**src/viewport_pan_zoom_transform_core_assert.svh**
```systemverilog
// Assertion macros for the viewport pan/zoom transform core
`ifndef VIEWPORT_PAN_ZOOM_TRANSFORM_CORE_ASSERT_SVH
`define VIEWPORT_PAN_ZOOM_TRANSFORM_CORE_ASSERT_SVH
`ifndef NO_ASSERTIONS
`define VPZ_ASSERT_SAME(lbl, ante, cons) \
	lbl: assert property (@(posedge clk) disable iff (!arst_n) (ante) |-> (cons)) \
		else $error("vpz: same-cycle check failed");
`define VPZ_ASSERT_NEXT(lbl, ante, cons) \
	lbl: assert property (@(posedge clk) disable iff (!arst_n) (ante) |=> (cons)) \
		else $error("vpz: next-cycle check failed");
`else
`define VPZ_ASSERT_SAME(lbl, ante, cons)
`define VPZ_ASSERT_NEXT(lbl, ante, cons)
`endif
`endif

```
**src/vpz_pkg.sv**
```systemverilog
// Shared types, constants and helper functions for the viewport pan/zoom core
package vpz_pkg;

	localparam int COORD_BITS = 32;
	localparam int FRAC_BITS  = 16;
	localparam int SIZE_W     = COORD_BITS - 1;
	localparam int ZOOM_W     = FRAC_BITS + 4;
	localparam int SCALE_W    = FRAC_BITS + 8;
	localparam int CMD_W      = 3;
	localparam int CFG_IDX_W  = 2;
	localparam int MID_W      = COORD_BITS + 1;

	localparam logic [ZOOM_W-1:0] ZOOM_ONE = ZOOM_W'(1) << FRAC_BITS;
	localparam logic [ZOOM_W-1:0] ZOOM_MIN = ZOOM_W'((1 << FRAC_BITS) / 10);
	localparam logic [ZOOM_W-1:0] ZOOM_MAX = ZOOM_W'(12 * (1 << FRAC_BITS));

	// shared unit widths
	localparam int A_W      = COORD_BITS + 2;
	localparam int MAG_W    = A_W;
	localparam int PROD_W   = MAG_W + SCALE_W;
	localparam int DIVD_W   = MAG_W + FRAC_BITS;
	// divisor never drops below ZOOM_MIN, so the top SKIP quotient bits are zero
	localparam int SKIP     = $clog2((1 << FRAC_BITS) / 10 + 1) - 1;
	localparam int QUO_W    = DIVD_W - SKIP;
	localparam int MULR_W   = PROD_W - FRAC_BITS;
	localparam int RMAG_W   = (MULR_W > QUO_W) ? MULR_W : QUO_W;
	localparam int RES_W    = RMAG_W + 1;
	localparam int ACC_W    = RES_W + 2;
	localparam int ITER_MAX = (QUO_W > SCALE_W) ? QUO_W : SCALE_W;
	localparam int CNT_W    = $clog2(ITER_MAX + 1);

	localparam logic [CMD_W-1:0] CMD_W2S  = CMD_W'(0);
	localparam logic [CMD_W-1:0] CMD_S2W  = CMD_W'(1);
	localparam logic [CMD_W-1:0] CMD_PAN  = CMD_W'(2);
	localparam logic [CMD_W-1:0] CMD_ZOOM = CMD_W'(3);
	localparam logic [CMD_W-1:0] CMD_LOAD = CMD_W'(4);
	localparam logic [CMD_W-1:0] CMD_RECT = CMD_W'(5);

	localparam logic [CFG_IDX_W-1:0] REG_VIEW_LEFT   = CFG_IDX_W'(0);
	localparam logic [CFG_IDX_W-1:0] REG_VIEW_TOP    = CFG_IDX_W'(1);
	localparam logic [CFG_IDX_W-1:0] REG_VIEW_WIDTH  = CFG_IDX_W'(2);
	localparam logic [CFG_IDX_W-1:0] REG_VIEW_HEIGHT = CFG_IDX_W'(3);

	localparam logic [2:0] STEP_LAST_ZOOM = 3'd4;
	localparam logic [2:0] STEP_LAST_STD  = 3'd1;

	typedef enum logic {
		OP_MUL,
		OP_DIV
	} op_t;

	typedef struct packed {
		logic start;
		op_t  op;
	} md_req_t;

	typedef struct packed {
		logic busy;
		logic done;
	} md_sts_t;

	typedef enum logic [1:0] {
		U_IDLE,
		U_PREP,
		U_RUN,
		U_FIN
	} md_phase_t;

	typedef enum logic [2:0] {
		ST_IDLE,
		ST_PREP,
		ST_ISSUE,
		ST_WAIT,
		ST_FINISH
	} state_t;

	function automatic logic signed [COORD_BITS-1:0] sat_coord(
		input logic signed [ACC_W-1:0] v
	);
		logic [ACC_W-COORD_BITS:0] top;
		logic signed [COORD_BITS-1:0] r;
		top = v[ACC_W-1:COORD_BITS-1];
		if (top == '0 || top == '1)
			r = v[COORD_BITS-1:0];
		else if (v[ACC_W-1])
			r = {1'b1, {(COORD_BITS-1){1'b0}}};
		else
			r = {1'b0, {(COORD_BITS-1){1'b1}}};
		return r;
	endfunction

	function automatic logic [ZOOM_W-1:0] clamp_zoom(input logic [RMAG_W-1:0] z);
		logic [ZOOM_W-1:0] r;
		if (z < RMAG_W'(ZOOM_MIN))
			r = ZOOM_MIN;
		else if (z > RMAG_W'(ZOOM_MAX))
			r = ZOOM_MAX;
		else
			r = z[ZOOM_W-1:0];
		return r;
	endfunction

endpackage

```
**src/viewport_pan_zoom_transform_core.sv**
```systemverilog
// Top level of the viewport pan/zoom camera transform core
// Usage:
//   Requests enter on in_valid/in_stall with cmd, point_x, point_y and scale_value;
//   one result leaves per request on out_valid/out_stall. The viewport registers
//   are written on cfg_valid/cfg_ready (always ready) with cfg_index and cfg_data;
//   write them only while no request is in flight, which the block does not enforce.
//   All multiplies and divides run through one shared unit that multiplies one
//   multiplier bit per cycle or divides one quotient bit per cycle, plus issue
//   and sign handling for each operation.
//   Work per request: load, rejected zoom and unused commands skip the unit;
//     world-to-screen takes two multiplies; screen-to-world, pan and visible
//     rect take two divides; zoom at anchor takes one multiply and four divides.
//   One request is in flight at a time; in_stall is high from accept until the
//   result is written to the output register. A result may wait in that register
//   under out_stall while the next request is accepted and computed; the block
//   then holds the finished request until the register frees up.
//   Reset clears the center to zero, the zoom to 1.0 and the viewport to zero.
`include "viewport_pan_zoom_transform_core_assert.svh"
module viewport_pan_zoom_transform_core (
	input  logic                                      clk,
	input  logic                                      arst_n,
	input  logic                                      in_valid,
	output logic                                      in_stall,
	input  logic [vpz_pkg::CMD_W-1:0]                 cmd,
	input  logic signed [vpz_pkg::COORD_BITS-1:0]     point_x,
	input  logic signed [vpz_pkg::COORD_BITS-1:0]     point_y,
	input  logic [vpz_pkg::SCALE_W-1:0]               scale_value,
	output logic                                      out_valid,
	input  logic                                      out_stall,
	output logic signed [vpz_pkg::COORD_BITS-1:0]     out_x,
	output logic signed [vpz_pkg::COORD_BITS-1:0]     out_y,
	output logic [vpz_pkg::SIZE_W-1:0]                out_w,
	output logic [vpz_pkg::SIZE_W-1:0]                out_h,
	output logic [vpz_pkg::ZOOM_W-1:0]                zoom_now,
	output logic                                      rejected,
	input  logic                                      cfg_valid,
	output logic                                      cfg_ready,
	input  logic [vpz_pkg::CFG_IDX_W-1:0]             cfg_index,
	input  logic [vpz_pkg::COORD_BITS-1:0]            cfg_data
);
	import vpz_pkg::*;

	state_t state_q, state_d;
	logic [2:0] step_q;
	logic out_valid_q;

	logic signed [COORD_BITS-1:0] view_left_q, view_top_q;
	logic [SIZE_W-1:0] view_width_q, view_height_q;
	logic signed [COORD_BITS-1:0] center_x_q, center_y_q;
	logic [ZOOM_W-1:0] zoom_q;

	logic [CMD_W-1:0] cmd_q;
	logic signed [COORD_BITS-1:0] px_q, py_q;
	logic [SCALE_W-1:0] sv_q;
	logic signed [MID_W-1:0] mid_x_q, mid_y_q;
	logic signed [ACC_W-1:0] acc_x_q, acc_y_q;
	logic [ZOOM_W-1:0] nz_q;

	logic signed [COORD_BITS-1:0] out_x_q, out_y_q;
	logic [SIZE_W-1:0] out_w_q, out_h_q;
	logic [ZOOM_W-1:0] zoom_now_q;
	logic rejected_q;

	logic in_acc, skip_ops, last_step;
	logic ld_mid, issue, combine, out_load;

	md_req_t unit_req;
	md_sts_t unit_sts;
	logic signed [A_W-1:0] a_sel;
	logic [SCALE_W-1:0] b_sel;
	op_t op_sel;
	logic signed [RES_W-1:0] unit_res;

	logic signed [A_W-1:0] px_e, py_e, cx_e, cy_e, mx_e, my_e, vw_e, vh_e, z_e;
	logic [SCALE_W-1:0] zoom_b, nz_b;
	logic signed [ACC_W-1:0] r_acc, cx_acc, cy_acc, mx_acc, my_acc;

	logic upd_x, upd_y, upd_nz;
	logic signed [ACC_W-1:0] new_x, new_y;

	logic signed [COORD_BITS-1:0] fin_cx, fin_cy, fin_ox, fin_oy;
	logic [SIZE_W-1:0] fin_w, fin_h;
	logic [ZOOM_W-1:0] fin_zoom;
	logic fin_rej, fin_commit;

	assign in_acc    = in_valid && !in_stall;
	assign cfg_ready = 1'b1;
	assign skip_ops  = (cmd_q == CMD_LOAD) || (cmd_q > CMD_RECT)
		|| (cmd_q == CMD_ZOOM && sv_q == '0);
	assign last_step = (cmd_q == CMD_ZOOM) ? (step_q == STEP_LAST_ZOOM)
		: (step_q == STEP_LAST_STD);

	// next state
	always_comb begin
		state_d = state_q;
		unique case (state_q)
			ST_IDLE:   if (in_acc) state_d = ST_PREP;
			ST_PREP:   state_d = skip_ops ? ST_FINISH : ST_ISSUE;
			ST_ISSUE:  state_d = ST_WAIT;
			ST_WAIT:   if (unit_sts.done) state_d = last_step ? ST_FINISH : ST_ISSUE;
			ST_FINISH: if (!out_valid_q || !out_stall) state_d = ST_IDLE;
			default:   state_d = ST_IDLE;
		endcase
	end

	// control outputs
	always_comb begin
		in_stall = 1'b1;
		ld_mid   = 1'b0;
		issue    = 1'b0;
		combine  = 1'b0;
		out_load = 1'b0;
		unique case (state_q)
			ST_IDLE:   in_stall = 1'b0;
			ST_PREP:   ld_mid = 1'b1;
			ST_ISSUE:  issue = 1'b1;
			ST_WAIT:   combine = unit_sts.done;
			ST_FINISH: out_load = !out_valid_q || !out_stall;
			default:   in_stall = 1'b1;
		endcase
	end

	always_comb begin
		px_e   = {{2{px_q[COORD_BITS-1]}}, px_q};
		py_e   = {{2{py_q[COORD_BITS-1]}}, py_q};
		cx_e   = {{2{center_x_q[COORD_BITS-1]}}, center_x_q};
		cy_e   = {{2{center_y_q[COORD_BITS-1]}}, center_y_q};
		mx_e   = {mid_x_q[MID_W-1], mid_x_q};
		my_e   = {mid_y_q[MID_W-1], mid_y_q};
		vw_e   = {3'b000, view_width_q};
		vh_e   = {3'b000, view_height_q};
		z_e    = {{(A_W-ZOOM_W){1'b0}}, zoom_q};
		zoom_b = {{(SCALE_W-ZOOM_W){1'b0}}, zoom_q};
		nz_b   = {{(SCALE_W-ZOOM_W){1'b0}}, nz_q};
	end

	// operand select for the shared unit
	always_comb begin
		a_sel  = '0;
		b_sel  = zoom_b;
		op_sel = OP_DIV;
		unique case (cmd_q)
			CMD_W2S: begin
				op_sel = OP_MUL;
				a_sel  = (step_q == 3'd0) ? (px_e - cx_e) : (py_e - cy_e);
			end
			CMD_S2W: a_sel = (step_q == 3'd0) ? (px_e - mx_e) : (py_e - my_e);
			CMD_PAN: a_sel = (step_q == 3'd0) ? px_e : py_e;
			CMD_ZOOM: begin
				unique case (step_q)
					3'd0: begin
						op_sel = OP_MUL;
						a_sel  = z_e;
						b_sel  = sv_q;
					end
					3'd1: a_sel = px_e - mx_e;
					3'd2: begin
						a_sel = px_e - mx_e;
						b_sel = nz_b;
					end
					3'd3: begin
						a_sel = py_e - my_e;
						b_sel = nz_b;
					end
					default: a_sel = py_e - my_e;
				endcase
			end
			CMD_RECT: a_sel = (step_q == 3'd0) ? vw_e : vh_e;
			default: a_sel = '0;
		endcase
	end

	assign unit_req.start = issue;
	assign unit_req.op    = op_sel;

	vpz_muldiv u_muldiv (
		.clk    (clk),
		.arst_n (arst_n),
		.req    (unit_req),
		.a      (a_sel),
		.b      (b_sel),
		.sts    (unit_sts),
		.res    (unit_res)
	);

	// fold each unit result into the accumulators
	always_comb begin
		r_acc  = {{(ACC_W-RES_W){unit_res[RES_W-1]}}, unit_res};
		cx_acc = {{(ACC_W-COORD_BITS){center_x_q[COORD_BITS-1]}}, center_x_q};
		cy_acc = {{(ACC_W-COORD_BITS){center_y_q[COORD_BITS-1]}}, center_y_q};
		mx_acc = {{(ACC_W-MID_W){mid_x_q[MID_W-1]}}, mid_x_q};
		my_acc = {{(ACC_W-MID_W){mid_y_q[MID_W-1]}}, mid_y_q};
		upd_x  = 1'b0;
		upd_y  = 1'b0;
		upd_nz = 1'b0;
		new_x  = acc_x_q;
		new_y  = acc_y_q;
		unique case (cmd_q)
			CMD_W2S: begin
				upd_x = (step_q == 3'd0);
				upd_y = (step_q != 3'd0);
				new_x = mx_acc + r_acc;
				new_y = my_acc - r_acc;
			end
			CMD_S2W: begin
				upd_x = (step_q == 3'd0);
				upd_y = (step_q != 3'd0);
				new_x = cx_acc + r_acc;
				new_y = cy_acc - r_acc;
			end
			CMD_PAN: begin
				upd_x = (step_q == 3'd0);
				upd_y = (step_q != 3'd0);
				new_x = cx_acc - r_acc;
				new_y = cy_acc + r_acc;
			end
			CMD_ZOOM: begin
				unique case (step_q)
					3'd0: upd_nz = 1'b1;
					3'd1: begin
						upd_x = 1'b1;
						new_x = cx_acc + r_acc;
					end
					3'd2: begin
						upd_x = 1'b1;
						new_x = acc_x_q - r_acc;
					end
					3'd3: begin
						upd_y = 1'b1;
						new_y = cy_acc + r_acc;
					end
					default: begin
						upd_y = 1'b1;
						new_y = acc_y_q - r_acc;
					end
				endcase
			end
			CMD_RECT: begin
				upd_x = (step_q == 3'd0);
				upd_y = (step_q != 3'd0);
				new_x = r_acc;
				new_y = r_acc;
			end
			default: upd_x = 1'b0;
		endcase
	end

	// final values for outputs and state
	always_comb begin
		fin_cx     = center_x_q;
		fin_cy     = center_y_q;
		fin_zoom   = zoom_q;
		fin_ox     = '0;
		fin_oy     = '0;
		fin_w      = '0;
		fin_h      = '0;
		fin_rej    = 1'b0;
		fin_commit = 1'b0;
		unique case (cmd_q)
			CMD_W2S, CMD_S2W: begin
				fin_ox = sat_coord(acc_x_q);
				fin_oy = sat_coord(acc_y_q);
			end
			CMD_PAN: begin
				fin_commit = 1'b1;
				fin_cx     = sat_coord(acc_x_q);
				fin_cy     = sat_coord(acc_y_q);
				fin_ox     = fin_cx;
				fin_oy     = fin_cy;
			end
			CMD_ZOOM: begin
				if (sv_q == '0) begin
					fin_rej = 1'b1;
				end else begin
					fin_commit = 1'b1;
					fin_cx     = sat_coord(acc_x_q);
					fin_cy     = sat_coord(acc_y_q);
					fin_zoom   = nz_q;
				end
				fin_ox = fin_cx;
				fin_oy = fin_cy;
			end
			CMD_LOAD: begin
				fin_commit = 1'b1;
				fin_cx     = px_q;
				fin_cy     = py_q;
				fin_zoom   = clamp_zoom(RMAG_W'(sv_q));
				fin_ox     = px_q;
				fin_oy     = py_q;
			end
			CMD_RECT: begin
				fin_ox = sat_coord(cx_acc - (acc_x_q >>> 1));
				fin_oy = sat_coord(cy_acc - (acc_y_q >>> 1));
				fin_w  = (|acc_x_q[ACC_W-1:SIZE_W]) ? '1 : acc_x_q[SIZE_W-1:0];
				fin_h  = (|acc_y_q[ACC_W-1:SIZE_W]) ? '1 : acc_y_q[SIZE_W-1:0];
			end
			default: fin_commit = 1'b0;
		endcase
	end

	always_ff @(posedge clk or negedge arst_n) begin
		if (!arst_n) begin
			state_q       <= ST_IDLE;
			step_q        <= '0;
			out_valid_q   <= 1'b0;
			view_left_q   <= '0;
			view_top_q    <= '0;
			view_width_q  <= '0;
			view_height_q <= '0;
			center_x_q    <= '0;
			center_y_q    <= '0;
			zoom_q        <= ZOOM_ONE;
		end else begin
			state_q <= state_d;
			if (in_acc)
				step_q <= '0;
			else if (combine && !last_step)
				step_q <= step_q + 3'd1;
			if (out_load)
				out_valid_q <= 1'b1;
			else if (!out_stall)
				out_valid_q <= 1'b0;
			if (cfg_valid && cfg_ready) begin
				unique case (cfg_index)
					REG_VIEW_LEFT:   view_left_q   <= cfg_data;
					REG_VIEW_TOP:    view_top_q    <= cfg_data;
					REG_VIEW_WIDTH:  view_width_q  <= cfg_data[SIZE_W-1:0];
					REG_VIEW_HEIGHT: view_height_q <= cfg_data[SIZE_W-1:0];
				endcase
			end
			if (out_load && fin_commit) begin
				center_x_q <= fin_cx;
				center_y_q <= fin_cy;
				zoom_q     <= fin_zoom;
			end
		end
	end

	always_ff @(posedge clk) begin
		if (in_acc) begin
			cmd_q <= cmd;
			px_q  <= point_x;
			py_q  <= point_y;
			sv_q  <= scale_value;
		end
		if (ld_mid) begin
			mid_x_q <= {view_left_q[COORD_BITS-1], view_left_q}
				+ {3'b000, view_width_q[SIZE_W-1:1]};
			mid_y_q <= {view_top_q[COORD_BITS-1], view_top_q}
				+ {3'b000, view_height_q[SIZE_W-1:1]};
		end
		if (combine) begin
			if (upd_x)
				acc_x_q <= new_x;
			if (upd_y)
				acc_y_q <= new_y;
			if (upd_nz)
				nz_q <= clamp_zoom(unit_res[RMAG_W-1:0]);
		end
		if (out_load) begin
			out_x_q    <= fin_ox;
			out_y_q    <= fin_oy;
			out_w_q    <= fin_w;
			out_h_q    <= fin_h;
			zoom_now_q <= fin_zoom;
			rejected_q <= fin_rej;
		end
	end

	assign out_valid = out_valid_q;
	assign out_x     = out_x_q;
	assign out_y     = out_y_q;
	assign out_w     = out_w_q;
	assign out_h     = out_h_q;
	assign zoom_now  = zoom_now_q;
	assign rejected  = rejected_q;

	`VPZ_ASSERT_NEXT(a_stall_after_accept, in_valid && !in_stall, in_stall)
	`VPZ_ASSERT_SAME(a_zoom_in_range, 1'b1, zoom_q >= ZOOM_MIN && zoom_q <= ZOOM_MAX)
	`VPZ_ASSERT_SAME(a_unit_alive, state_q == ST_WAIT, unit_sts.busy || unit_sts.done)
	`VPZ_ASSERT_SAME(a_done_only_waiting, unit_sts.done, state_q == ST_WAIT)

endmodule

```
**src/vpz_muldiv.sv**
```systemverilog
// Shared bit-serial multiply / restoring divide unit with sign-magnitude handling
module vpz_muldiv (
	input  logic                                clk,
	input  logic                                arst_n,
	input  vpz_pkg::md_req_t                    req,
	input  logic signed [vpz_pkg::A_W-1:0]      a,
	input  logic [vpz_pkg::SCALE_W-1:0]         b,
	output vpz_pkg::md_sts_t                    sts,
	output logic signed [vpz_pkg::RES_W-1:0]    res
);
	import vpz_pkg::*;

	md_phase_t phase_q, phase_d;
	logic [CNT_W-1:0] cnt_q;
	logic done_q;

	op_t op_q;
	logic neg_q;
	logic signed [A_W-1:0] a_q;
	logic [SCALE_W-1:0] b_q;
	logic [MAG_W-1:0] mag_q;
	logic [PROD_W-1:0] prod_q;
	logic [SCALE_W-1:0] rem_q;
	logic [QUO_W-1:0] quo_q;
	logic signed [RES_W-1:0] res_q;

	logic ld_op, ld_init, do_iter, ld_res;
	logic [MAG_W-1:0] mag_d;
	logic [DIVD_W-1:0] dividend;
	logic [SCALE_W:0] trial;
	logic [SCALE_W:0] trial_sub;
	logic fits;
	logic [RMAG_W-1:0] rmag;
	logic signed [RES_W-1:0] rpos;

	always_comb begin
		phase_d = phase_q;
		unique case (phase_q)
			U_IDLE: if (req.start) phase_d = U_PREP;
			U_PREP: phase_d = U_RUN;
			U_RUN:  if (cnt_q == CNT_W'(1)) phase_d = U_FIN;
			U_FIN:  phase_d = U_IDLE;
		endcase
	end

	always_comb begin
		ld_op   = 1'b0;
		ld_init = 1'b0;
		do_iter = 1'b0;
		ld_res  = 1'b0;
		unique case (phase_q)
			U_IDLE: ld_op = req.start;
			U_PREP: ld_init = 1'b1;
			U_RUN:  do_iter = 1'b1;
			U_FIN:  ld_res = 1'b1;
		endcase
	end

	always_comb begin
		mag_d     = a_q[A_W-1] ? (MAG_W'(~a_q) + MAG_W'(1)) : MAG_W'(a_q);
		dividend  = {mag_d, {FRAC_BITS{1'b0}}};
		trial     = {rem_q, quo_q[QUO_W-1]};
		fits      = trial >= {1'b0, b_q};
		trial_sub = trial - {1'b0, b_q};
		if (op_q == OP_MUL)
			rmag = RMAG_W'(prod_q[PROD_W-1:FRAC_BITS]);
		else
			rmag = RMAG_W'(quo_q);
		rpos = $signed({1'b0, rmag});
	end

	always_ff @(posedge clk or negedge arst_n) begin
		if (!arst_n) begin
			phase_q <= U_IDLE;
			cnt_q   <= '0;
			done_q  <= 1'b0;
		end else begin
			phase_q <= phase_d;
			done_q  <= ld_res;
			if (ld_init)
				cnt_q <= (op_q == OP_MUL) ? CNT_W'(SCALE_W) : CNT_W'(QUO_W);
			else if (do_iter)
				cnt_q <= cnt_q - CNT_W'(1);
		end
	end

	always_ff @(posedge clk) begin
		if (ld_op) begin
			op_q  <= req.op;
			neg_q <= a[A_W-1];
			a_q   <= a;
			b_q   <= b;
		end
		if (ld_init) begin
			mag_q  <= mag_d;
			prod_q <= '0;
			rem_q  <= SCALE_W'(dividend[DIVD_W-1 -: SKIP]);
			quo_q  <= dividend[QUO_W-1:0];
		end
		if (do_iter) begin
			if (op_q == OP_MUL) begin
				// MSB-first shift-add over the multiplier bits
				prod_q <= {prod_q[PROD_W-2:0], 1'b0}
					+ (b_q[SCALE_W-1] ? PROD_W'(mag_q) : PROD_W'(0));
				b_q    <= {b_q[SCALE_W-2:0], 1'b0};
			end else begin
				rem_q <= fits ? trial_sub[SCALE_W-1:0] : trial[SCALE_W-1:0];
				quo_q <= {quo_q[QUO_W-2:0], fits};
			end
		end
		if (ld_res)
			res_q <= neg_q ? -rpos : rpos;
	end

	assign sts.busy = (phase_q != U_IDLE);
	assign sts.done = done_q;
	assign res      = res_q;

endmodule

```
**config.mk**
```make
export PLATFORM = sky130hd
export DESIGN_NAME = viewport_pan_zoom_transform_core
export DESIGN_NICKNAME = d
export VERILOG_FILES = /design/src/vpz_pkg.sv /design/src/viewport_pan_zoom_transform_core.sv /design/src/vpz_muldiv.sv
export VERILOG_INCLUDE_DIRS = /design/src /design/src/src
export SDC_FILE = /design/constraint.sdc
export NUM_CORES = 2
export LEC_CHECK = 0
export BUFFER_PORTS_ARGS = -buffer_cell sky130_fd_sc_hd__buf_2
export CAP_MARGIN = 20
export CELL_PAD_IN_SITES_DETAIL_PLACEMENT = 1
export CELL_PAD_IN_SITES_GLOBAL_PLACEMENT = 2
export CORE_MARGIN = 3
export CORE_UTILIZATION = 40
export CTS_BUF_LIST = sky130_fd_sc_hd__clkbuf_8
export DETAILED_ROUTE_END_ITERATION = 10
export HOLD_SLACK_MARGIN = 0.1
export PLACE_DENSITY = 0.9
export SYNTH_ARGS = -nofsm -noshare
export SYNTH_HDL_FRONTEND = slang
export SYNTH_SLANG_ARGS = --single-unit
export TNS_END_PERCENT = 10
```
**constraint.sdc**
```tcl
create_clock -name clk -period 13.7 [get_ports clk]
set_clock_uncertainty 0.1 [all_clocks]
set_input_delay 3.425 -clock clk [delete_from_list [all_inputs] [get_ports clk]]
set_output_delay 3.425 -clock clk [all_outputs]
set_load 0.05 [all_outputs]
```
==> insert_results.sql <==
INSERT INTO impl_metrics (metric_group, metric, value, unit) VALUES
('worst_setup_path', 'timing.critical_path.required', '14.32', 'ns'),
('sta', 'rsz0062_at_grt', 'false', ''),
('pwr', 'power.density', '221.9', 'nW/um^2'),
('grt', 'grt_pass1_wl', '532400', 'um'),
('place', 'port_buffers', '278', ''),
('cts', 'cts_repair_resize_count', '0', ''),
('floorplanning', 'design.die.area', '199200', 'sq um'),
('cts', 'cts_tree', 'done', ''),
('detailed_routing', 'dr.first_iter.drc_count', '8124', ''),
('synth', 'synth_enable_flop_cells', '526', ''),
('floorplanning', 'design.core.area', '191400', 'sq um'),
('place', 'detailed_place.area', '81360', 'sq um'),
('detailed_routing', 'dr.pass1.iters', '7', ''),
('detailed_routing', 'top_signal_layer_used', 'met5', ''),
('worst_setup_path', 'worstSetupEndpointType', 'flip-flop', ''),
('synth', 'netlist_instances', '9104', ''),
('grt', 'largest_net_degree_at_the_start_of_global_routing', '152', ''),
('finish', 'drive_gt1_share', '10.12', '%'),
('finish', 'flow.area_growth_from_synthesis', '9.857', '%'),
('grt', 'total_grt_overflow', '0', ''),
('synth', 'synthDistinctLibCells', '111', ''),
('synth', 'seq_area_frac_synth', '31.38', '%'),
('detailed_routing', 'routedWlPerCell', '31.15', 'um'),
('finish', 'layout.core_utilization', '44.52', '%'),
('detailed_routing', 'route.antenna.remaining_nets', '0', ''),
('sta', 'clock.fmax', '0.1673', 'GHz'),
('floorplanning', 'die_w', '446.3', 'um'),
('detailed_routing', 'vias_per_std_cell', '6.448', ''),
('sta', 'transition_at_the_pin_with_the_smallest_max_transition_slack', '1.208', 'ns'),
('worst_setup_path', 'element_type_at_the_critical_path_start', 'flip-flop', ''),
('synth', 'synth_register_bits', '896', ''),
('cts', 'worst_setup_hold_path_clk_slew', '0.07', 'ns'),
('worst_setup_path', 'timing.critical_path.cells', 'inv_1, ha_1, o21ai_0, a2111oi_0, nor4b_1, nor2_1, o21ai_0, a211oi_1, o31ai_1, a221oi_1, xnor2_1, a221oi_1, o21ai_0', ''),
('sta', 'hold-worst-slack', '0.3706', 'ns'),
('grt', 'first_global_vias', '76195', ''),
('place', 'place_worst_setup_slack', '7.029', 'ns'),
('cts', 'cts_post_setup_buffers_inserted', '0', ''),
('status', 'status', 'complete, no violations', ''),
('place', 'dp.cells', '11583', ''),
('synth', 'synth_warnings', '0', ''),
('job', 'number_of_maximum_capacitance_constraint_violations', '0', ''),
('worst_hold_path', 'worstHoldPathType', 'reg -> reg', ''),
('grt', 'grt_usage', '36.18', '%'),
('sta', 'finalSetupViolations', '0', ''),
('cts', 'cts_buffers', '171', ''),
('detailed_routing', 'dr_total_vias', '76922', ''),
('detailed_routing', 'wl_met3', '32320', 'um'),
('synth', 'postSynthNetCount', '9947', ''),
('pwr', 'vdd_drop_max', '0.1450', 'mV'),
('cts', 'post_cts_hold_buffer_count', '0', ''),
('detailed_routing', 'drcViolationCount', '0', ''),
('pwr', 'p_total', '18.90', 'mW'),
('sta', 'final-max-slew-violation-count', '0', ''),
('cts', 'h-tree-depth', '4', ''),
('floorplanning', 'initial_core_util', '40.52', '%'),
('pwr', 'total_leakage_power', '35.29', 'nW'),
('detailed_routing', 'met1_length', '150200', 'um'),
('worst_setup_path', 'crit_top_cell', 'sky130_fd_sc_hd__o21ai_0', ''),
('worst_setup_path', 'critPathSlowestCell', 'sky130_fd_sc_hd__a2111oi_0', ''),
('floorplanning', 'io_pins', '280', ''),
('cts', 'clock_insertion_delay_at_the_later_pin_of_the_skew_report', '1.00', 'ns'),
('place', 'hpwl', '293200', 'um'),
('place', 'place_congestion', '1.039', ''),
('worst_setup_path', 'cpLargestDelayFamily', 'compound AO/OA/AOI/OAI gates', ''),
('detailed_routing', 'amount_of_wire_on_met2_after_detailed_routing', '162600', 'um'),
('detailed_routing', 'postRouteWirelength', '371600', 'um'),
('synth', 'ys_async_sr_fraction', '25.22', '%'),
('synth', 'total_standard_cell_area_after_synthesis', '77550', 'sq um'),
('sta', 'sum_neg_setup_slack', '0', 'ns'),
('cts', 'clockBufferDepth', '3', ''),
('sta', 'slew_headroom', '19.46', '%');
==> cells in the mapped netlist (all sizes together), types with 53 or more instances <==
library cell  count  share of area (%)
a221oi           91                1.1
nand2           694                3.4
o21ai           688                4.4
nor3            140               0.90
nand3           227                1.5
dfrtp           225                7.3
a21o            296                2.9
inv             510                2.5
nand2b           92               0.74
o21bai          103                1.0
mux2            149                2.2
nor2b           103               0.83
dfxtp           144                3.7
and2             75               0.61
nand4            89               0.72
a22oi            53               0.51
nor2            778                3.8
a211oi          134                1.3
xor2            222                2.5
a21oi           907                5.9
o22ai            81               0.65
a31oi           112               0.92
o21a             95               0.92
edfxtp          526                 20
clkbuf          382                2.1
o31ai            62               0.62
o211ai          141                1.4
mux2i           117                1.5
xnor2           366                4.1
ha              695                 11
==> worst reg2reg max path, cell delays in order (launching register included) <==
cell,delay (ns)
sky130_fd_sc_hd__edfxtp_1,0.55
sky130_fd_sc_hd__inv_1,0.35
sky130_fd_sc_hd__ha_1,0.59
sky130_fd_sc_hd__o21ai_0,0.23
sky130_fd_sc_hd__a2111oi_0,0.68
sky130_fd_sc_hd__nor4b_1,0.66
sky130_fd_sc_hd__nor2_1,0.23
sky130_fd_sc_hd__o21ai_0,0.56
sky130_fd_sc_hd__a211oi_1,0.23
sky130_fd_sc_hd__o31ai_1,0.66
sky130_fd_sc_hd__a221oi_1,0.29
sky130_fd_sc_hd__xnor2_1,0.20
sky130_fd_sc_hd__a221oi_1,0.25
sky130_fd_sc_hd__o21ai_0,0.13
==> layout make-up <==
cell class                 count  area [sq um]
clock buffer                 195          2684
fill                       22651        106200
inverter                     515          1936
antenna                       22         55.05
clock inverter               123         987.2
sequential                   896         24330
multi-input combinational   7255         49560
timing repair buffer         413          2504
tap                         2511          3142
==> worst paths after layout <==
kind	depth (start not counted)	slack, ns	end	from
setup / recovery	13	7.72	acc_y_q[39]$_DFFE_PP_	u_muldiv.res[12]$_DFFE_PP_
hold / removal	2	0.37	u_muldiv.quo_q[2]$_DFF_P_	u_muldiv.quo_q[1]$_DFF_P_
setup reg to reg	13	7.72	acc_y_q[39]$_DFFE_PP_	u_muldiv.res[12]$_DFFE_PP_
hold reg to reg	2	0.37	u_muldiv.quo_q[2]$_DFF_P_	u_muldiv.quo_q[1]$_DFF_P_
max in group asynchronous	2	9.67	center_y_q[17]$_DFFE_PN0P_	arst_n
min in group asynchronous	1	2.33	u_muldiv.cnt_q[4]$_DFFE_PN0P_	arst_n
==> where the power goes <==
group	switching (mW)	total, mW	leakage [nW]	internal, mW
Combinational	7.39	11.5	24.6	4.09
Clock	1.38	2.95	2.01	1.57
Sequential	0.871	4.47	8.66	3.60
==> cells in the final DEF (no fill, tap or decap), types with 144 or more instances in the layout <==
master and count:
sky130_fd_sc_hd__a21o_1 294, sky130_fd_sc_hd__a21oi_1 899, sky130_fd_sc_hd__buf_2 277, sky130_fd_sc_hd__clkbuf_8 195, sky130_fd_sc_hd__dfrtp_1 225, sky130_fd_sc_hd__dfxtp_1 144, sky130_fd_sc_hd__edfxtp_1 526, sky130_fd_sc_hd__ha_1 693
sky130_fd_sc_hd__inv_1 545, sky130_fd_sc_hd__mux2_2 149, sky130_fd_sc_hd__nand2_1 687, sky130_fd_sc_hd__nand3_1 227, sky130_fd_sc_hd__nor2_1 767, sky130_fd_sc_hd__o21ai_0 680, sky130_fd_sc_hd__xnor2_1 366, sky130_fd_sc_hd__xor2_1 222
==> routing by layer <==
metal / up-vias / GRT usage, %
met4: 32 / 22.79
li1: 34166 / -
met2: 3525 / 55.65
met1: 38227 / 45.64
met3: 972 / 8.500
met5: - / 0
==> cell families after synthesis <==
kind of cell / Yosys count / share of synthesized area [%]
AOI/OAI and AO/OA: 3206 / 26.67
xor gates and xnor gates: 588 / 6.640
adders and majority gates: 713 / 11.68
buffers and inverters: 953 / 5.022
DFF: 896 / 31.38
muxes: 266 / 3.674
other: 1 / 0.004835
and+or+nand+nor: 2481 / 14.94
==> registers in the layout, indices dropped and copies added, names as in the netlist, 33 cells and up <==
signal / count
u_muldiv.res: 43
mid_y_q: 33
mid_x_q: 33
u_muldiv.quo_q: 38
acc_x_q: 45
u_muldiv.prod_q: 58
acc_y_q: 45
u_muldiv.a_q: 33
u_muldiv.mag_q: 34
No activity file was read; power rests on OpenSTA's default activity.
